**src/hdl/tcs_pkg.sv**
```systemverilog
`default_nettype none

package tcs_pkg;

	typedef logic [7:0]  byte_t;
	typedef logic [7:0]  pos_t;
	typedef logic [15:0] term_t;

	localparam logic [16:0] MOD_M        = 17'd65535;
	localparam logic [16:0] WRAP_ONE     = 17'h10000;
	localparam term_t       FIRST_OFFSET = 16'd7;
	localparam term_t       TERM_INIT    = 16'd1;
	localparam pos_t        POS_INIT     = 8'd0;
	localparam pos_t        POS_SECOND   = 8'd1;

endpackage

`default_nettype wire

```
**src/hdl/tcs_term_unit.sv**
```systemverilog
`default_nettype none

module tcs_term_unit (
	input  wire tcs_pkg::byte_t data_byte,
	input  wire tcs_pkg::pos_t  position,
	input  wire tcs_pkg::term_t older_term,
	input  wire tcs_pkg::term_t newer_term,
	input  wire logic           first,
	output tcs_pkg::term_t      next_term
);
	import tcs_pkg::*;

	logic [7:0]  alpha;
	logic [7:0]  beta;
	logic [8:0]  coef;
	logic [24:0] prod;
	logic [24:0] sub;
	logic        no_borrow;
	logic [24:0] diff;
	logic [16:0] folded;
	logic [16:0] reduced;
	logic [16:0] wrapped;
	logic [16:0] neg_term;
	term_t       rec_term;

	// alpha is 17 times the position and beta is 31 times it, both mod 256.
	assign alpha = position + {position[3:0], 4'b0000};
	assign beta  = {position[2:0], 5'b00000} - position;
	assign coef  = {1'b0, data_byte} + {1'b0, alpha};

	assign prod = {9'b0, newer_term} * {16'b0, coef};
	assign sub  = {1'b0, {8'b0, older_term} * {16'b0, beta}};

	assign no_borrow = prod >= sub;
	assign diff      = no_borrow ? (prod - sub) : (sub - prod);

	// 2^16 is 1 mod 65535, so the upper bits fold onto the lower ones.
	assign folded  = {8'b0, diff[24:16]} + {1'b0, diff[15:0]};
	assign reduced = (folded >= MOD_M) ? (folded - MOD_M) : folded;

	// A borrow in 64-bit arithmetic leaves one plus the negated distance.
	assign wrapped  = WRAP_ONE - reduced;
	assign neg_term = (wrapped >= MOD_M) ? (wrapped - MOD_M) : wrapped;

	assign rec_term  = no_borrow ? reduced[15:0] : neg_term[15:0];
	assign next_term = first ? ({8'b0, data_byte} + FIRST_OFFSET) : rec_term;

endmodule

`default_nettype wire

```
**src/hdl/three_term_recurrence_checksum_core.sv**
```systemverilog
`default_nettype none

// Three-term recurrence checksum. Message bytes arrive on the data channel,
// one per transfer, with final_byte set on the last byte of each message; one
// 16-bit checksum (0 to 65534) leaves on the checksum channel per message.
// The core takes one byte every clock cycle without gaps, also while a
// checksum waits to be taken, as long as no second checksum would be needed
// before the first is taken. A byte is registered on input and the next term
// is formed in the following cycle; the final byte's term is loaded into the
// checksum register, which presents it, once that register is free. The rate
// is set by the term recurrence: the multiply, subtract and fold by 65535
// close a loop through the term registers. State returns to its start values
// after every final byte.
module three_term_recurrence_checksum_core (
	input  wire                 clk,
	input  wire                 arst_n,
	input  wire                 data_valid,
	output logic                data_ready,
	input  wire tcs_pkg::byte_t data_byte,
	input  wire logic           final_byte,
	output logic                checksum_valid,
	input  wire                 checksum_ready,
	output tcs_pkg::term_t      checksum
);
	import tcs_pkg::*;

	logic  valid_s1;
	byte_t byte_s1;
	logic  final_s1;
	logic  advance;
	logic  out_free;

	term_t older_q;
	term_t newer_q;
	pos_t  position_q;
	logic  awaiting_first_q;
	term_t next_term;

	logic  checksum_valid_q;
	term_t checksum_q;

	assign out_free   = !checksum_valid_q || checksum_ready;
	assign advance    = valid_s1 && (!final_s1 || out_free);
	assign data_ready = !valid_s1 || advance;

	always_ff @(posedge clk or negedge arst_n) begin
		if (!arst_n) begin
			valid_s1 <= 1'b0;
		end else if (data_ready) begin
			valid_s1 <= data_valid;
		end
	end

	always_ff @(posedge clk) begin
		if (data_ready && data_valid) begin
			byte_s1  <= data_byte;
			final_s1 <= final_byte;
		end
	end

	tcs_term_unit u_term (
		.data_byte  (byte_s1),
		.position   (position_q),
		.older_term (older_q),
		.newer_term (newer_q),
		.first      (awaiting_first_q),
		.next_term  (next_term)
	);

	always_ff @(posedge clk or negedge arst_n) begin
		if (!arst_n) begin
			older_q          <= TERM_INIT;
			newer_q          <= TERM_INIT;
			position_q       <= POS_INIT;
			awaiting_first_q <= 1'b1;
		end else if (advance) begin
			if (final_s1) begin
				older_q          <= TERM_INIT;
				newer_q          <= TERM_INIT;
				position_q       <= POS_INIT;
				awaiting_first_q <= 1'b1;
			end else if (awaiting_first_q) begin
				older_q          <= TERM_INIT;
				newer_q          <= next_term;
				position_q       <= POS_SECOND;
				awaiting_first_q <= 1'b0;
			end else begin
				older_q    <= newer_q;
				newer_q    <= next_term;
				position_q <= position_q + 8'd1;
			end
		end
	end

	always_ff @(posedge clk or negedge arst_n) begin
		if (!arst_n) begin
			checksum_valid_q <= 1'b0;
		end else if (advance && final_s1) begin
			checksum_valid_q <= 1'b1;
		end else if (checksum_ready) begin
			checksum_valid_q <= 1'b0;
		end
	end

	always_ff @(posedge clk) begin
		if (advance && final_s1) begin
			checksum_q <= next_term;
		end
	end

	assign checksum_valid = checksum_valid_q;
	assign checksum       = checksum_q;

`ifndef SYNTHESIS
	a_csum_range: assert property (@(posedge clk) disable iff (!arst_n)
		checksum_valid_q |-> checksum_q != 16'hFFFF)
		else $error("checksum holds an unreduced value");

	a_start_pos: assert property (@(posedge clk) disable iff (!arst_n)
		awaiting_first_q |-> (position_q == POS_INIT && older_q == TERM_INIT))
		else $error("start state not restored");

	a_shift: assert property (@(posedge clk) disable iff (!arst_n)
		(advance && !awaiting_first_q && !final_s1) |=> older_q == $past(newer_q))
		else $error("older term did not take the newer term");

	a_load: assert property (@(posedge clk) disable iff (!arst_n)
		(advance && final_s1) |=> (checksum_valid_q && checksum_q == $past(next_term)))
		else $error("checksum not loaded on the final byte");

	a_no_overrun: assert property (@(posedge clk) disable iff (!arst_n)
		(checksum_valid_q && !checksum_ready && valid_s1 && final_s1) |-> !advance)
		else $error("pending checksum overwritten");
`endif

endmodule

`default_nettype wire

```
**config.mk**
```make
export PLATFORM = sky130hd
export DESIGN_NAME = three_term_recurrence_checksum_core
export DESIGN_NICKNAME = d
export VERILOG_FILES = /design/src/hdl/tcs_pkg.sv /design/src/hdl/tcs_term_unit.sv /design/src/hdl/three_term_recurrence_checksum_core.sv
export SDC_FILE = /design/constraint.sdc
export NUM_CORES = 1
export LEC_CHECK = 0
export BUFFER_PORTS_ARGS = -buffer_cell sky130_fd_sc_hd__buf_2
export CORE_ASPECT_RATIO = 0.6
export CORE_MARGIN = 2
export CORE_UTILIZATION = 65
export DETAILED_ROUTE_END_ITERATION = 8
export GPL_TIMING_DRIVEN = 0
export PLACE_DENSITY_LB_ADDON = 0.2
export SYNTH_ARGS = -nofsm -noshare
export SYNTH_HDL_FRONTEND = slang
export SYNTH_SLANG_ARGS = --single-unit
```
**constraint.sdc**
```tcl
create_clock -name clk -period 50.4 [get_ports clk]
set_input_delay 5.04 -clock clk [delete_from_list [all_inputs] [get_ports clk]]
set_output_delay 5.04 -clock clk [all_outputs]
set_load 0.05 [all_outputs]
```
==> flow_summary_export.csv <==
group,metric,value,unit
timing,slew_violations,0,
synthesis,netlist_instances,2051,
clock_tree,htreeDepth,3,
synthesis,yosys.area.top_type_share,0.224,
timing,hold_violations,0,
grt,overflow,0,
floorplan,num_rows,45,
setup_path,crit_family,"compound AO/OA/AOI/OAI gates",
detailed_routing,totalWireLength,50400,um
synthesis,synth_edf_count,25,
floorplan,coreArea,25300,sq um
final_layout,utilization,0.697,
setup_path,crit_top_cell,"a21oi_1",
timing,finalSetupViolCount,0,
final_layout,fin_nets,2460,
timing,fmax,47.3,MHz
synthesis,ys_seq_area_frac,0.109,
setup_path,slowest_delay,0.79,ns
setup_path,crit_type,"reg2reg",
placed_design,io_buffer_count,30,
detailed_routing,drt_iter0_drc,1844,
setup_path,path_buf_inv,12,
timing,final.setup_skew,0.00853,ns
grt,grtUsageTotal,0.375,
grt,use_met3,0.111,
clock_tree,cts_setup_buffers,0,
final_layout,fillers,2059,
synthesis,synth_top_cell_by_area,"fa_1",
timing,setup_ws,29.24,ns
clock_tree,clk_pin_slew,0.06,ns
status,outcome,"finished clean",
detailed_routing,num_vias,15070,
setup_path,cp-start-kind,"register",
clock_tree,clock_latency,0.34,ns
detailed_routing,via_per_inst,6.21,
clock_tree,cts_hold_buf,0,
grt,grt_pass1_vias,14258,
floorplan,num_io_pins,31,
timing,max_slew_margin,0.270,
final_layout,drive_above_1_share,0.0587,
placed_design,hpwl,42100,um
clock_tree,cts_buffers,9,
detailed_routing,wire_per_inst,20.8,um
grt,use_met1,0.589,
setup_path,critPathRequiredTime,50.49,ns
setup_path,crit_path_max_fanout,10,
timing,worstMarginPinSlew,1.09,ns
placed_design,place.gp.congestion,1.00,
timing,fin_crit_sh,0.420,
synthesis,synth.distinct_cells,99,
timing,post-route-min-period,21.16,ns
floorplan,dieArea,27100,sq um
synthesis,synth_area_per_cell,8.18,sq um
clock_tree,ctsRootBufferMaster,"clkbuf_16",
detailed_routing,ant_nets,0,
synthesis,ys_seq_elements,68,
synthesis,ys_warn_count,0,
clock_tree,post_cts_resized,0,
final_layout,ff_latch_area,1830,sq um
floorplan,die_x,211,um
final_layout,area_delta_synth_final,5.28,%
timing,rsz0062_at_grt,"false",
setup_path,slowest_stage,"xnor2_1",
detailed_routing,drc,0,
setup_path,end_kind,"register",
floorplan,die_y,128,um
timing,setup_tns,0,ns
synthesis,async_flop_share,0.632,
synthesis,synthTopCellsByArea,"fa_1, ha_1, inv_1, dfrtp_1, and2_1",
floorplan,initial_core_util,0.662,
final_layout,diodes,0,
grt,top_usage_layer,"met1",
clock_tree,clockBufferDepth,2,
grt,grt_pass1_wl,78100,um
synthesis,syn_nets,2419,
clock_tree,cts_tree,"yes",
grt,antenna_found_initial,0,
placed_design,pre_cts_ws,30.14,ns
clock_tree,clkSinkCount,68,
worst_hold_path,min_path_type,"reg2reg",
final_layout,multiInputGateArea,13400,sq um
synthesis,syn-cell-area,16800,sq um
synthesis,synth_ff_type,"dfrtp_1",
final_layout,stdcell_count,2426,
run,maxCapViolations,0,
placed_design,dp.cells,2410,
grt,grt_max_degree,44,
setup_path,crit_arrival,21.25,ns
detailed_routing,firstDrtPassIters,8,
grt,grt_use_met2,0.509,
final cells by class:
cell class | count | area share
well taps | 329 | 0.0233
clock inverters | 7 | 0.00560
flip-flops and latches | 68 | 0.104
plain buffers | 94 | 0.0222
repair buffers | 30 | 0.00850
inverters | 310 | 0.0659
clock buffers | 9 | 0.0128
multi-input cells | 1579 | 0.758
per-stage QoR:
| step | cell area [sq um] | hold WS, ns |
|---|---|---|
| 4_1_cts | 17700 | 0.544 |
| 2_1_floorplan | 16800 | 0.469 |
| 3_5_place_dp | 17300 | 0.530 |
| 5_1_grt | 17700 | 0.572 |
| 3_3_place_gp | 17300 | 0.508 |
| 6_report | 17700 | 0.555 |
flip-flops by register name, indices dropped and copies added, names as in the netlist:
register,flops
awaiting_first_q,1
byte_s1,8
checksum,16
checksum_valid,1
final_s1,1
newer_q,16
older_q,16
position_q,8
valid_s1,1
final timing paths:
path	startpoint	end	slack, ns	cells after the start
setup / recovery	position_q[1]	checksum[7]	29.24	76
min in group asynchronous	arst_n	position_q[4]	4.88	1
hold reg to reg	newer_q[8]	newer_q[8]	0.55	1
max in group asynchronous	arst_n	newer_q[6]	44.85	1
setup reg to reg	position_q[1]	checksum[7]	29.24	76
hold / removal	newer_q[8]	newer_q[8]	0.55	1
cell families after synthesis:
kind of cell,synth area share
simple gates,0.204
compound gates,0.167
buf+inv,0.0927
fa+ha+maj,0.349
xor+xnor,0.0683
flops,0.109
mux,0.00992
metal layers:
metal | vias to the layer above | routed length [um]
met4 | 2 | 689
li1 | 6824 | -
met2 | 826 | 19500
met1 | 7354 | 23700
met3 | 64 | 6410
met5 | - | 73
cell usage in the layout (no fill, tap or decap), types with 11 or more instances in the layout:
cell / instances
o31ai_1: 11
dfrtp_1: 40
xor2_1: 38
nand2b_1: 29
fa_1: 188
xnor2_1: 89
o21a_1: 15
nand3_1: 53
edfxtp_1: 25
nand4_1: 12
o21ai_0: 65
nand2_1: 237
o211ai_1: 19
and3_1: 24
ha_1: 167
o21bai_1: 37
a21oi_1: 110
clkbuf_1: 67
nor2b_1: 14
nor3_1: 27
mux2i_1: 11
inv_1: 310
nor2_1: 83
and2_1: 146
a21o_1: 42
buf_2: 48
Yosys cell counts, types with 5 or more instances:
library cell	number
nand4_1	12
o21bai_1	37
buf_2	18
a211o_1	5
xor2_1	38
nand3_1	53
nand2b_1	29
or3_1	7
o21ai_0	65
nor2b_1	14
and4_1	6
edfxtp_1	25
and3_1	24
o21a_1	15
nor2_1	83
xnor2_1	89
clkbuf_1	67
inv_1	310
dfrtp_1	40
and2_1	146
a21oi_1	110
buf_1	5
a31oi_1	10
or4_1	5
nor3_1	27
a21o_1	42
ha_1	167
fa_1	188
o31ai_1	11
o211ai_1	19
mux2i_1	11
nand2_1	237
a211oi_1	10
Power is not shown: default switching activity piles up to over one toggle a cycle in this logic, so the estimate is an artifact.
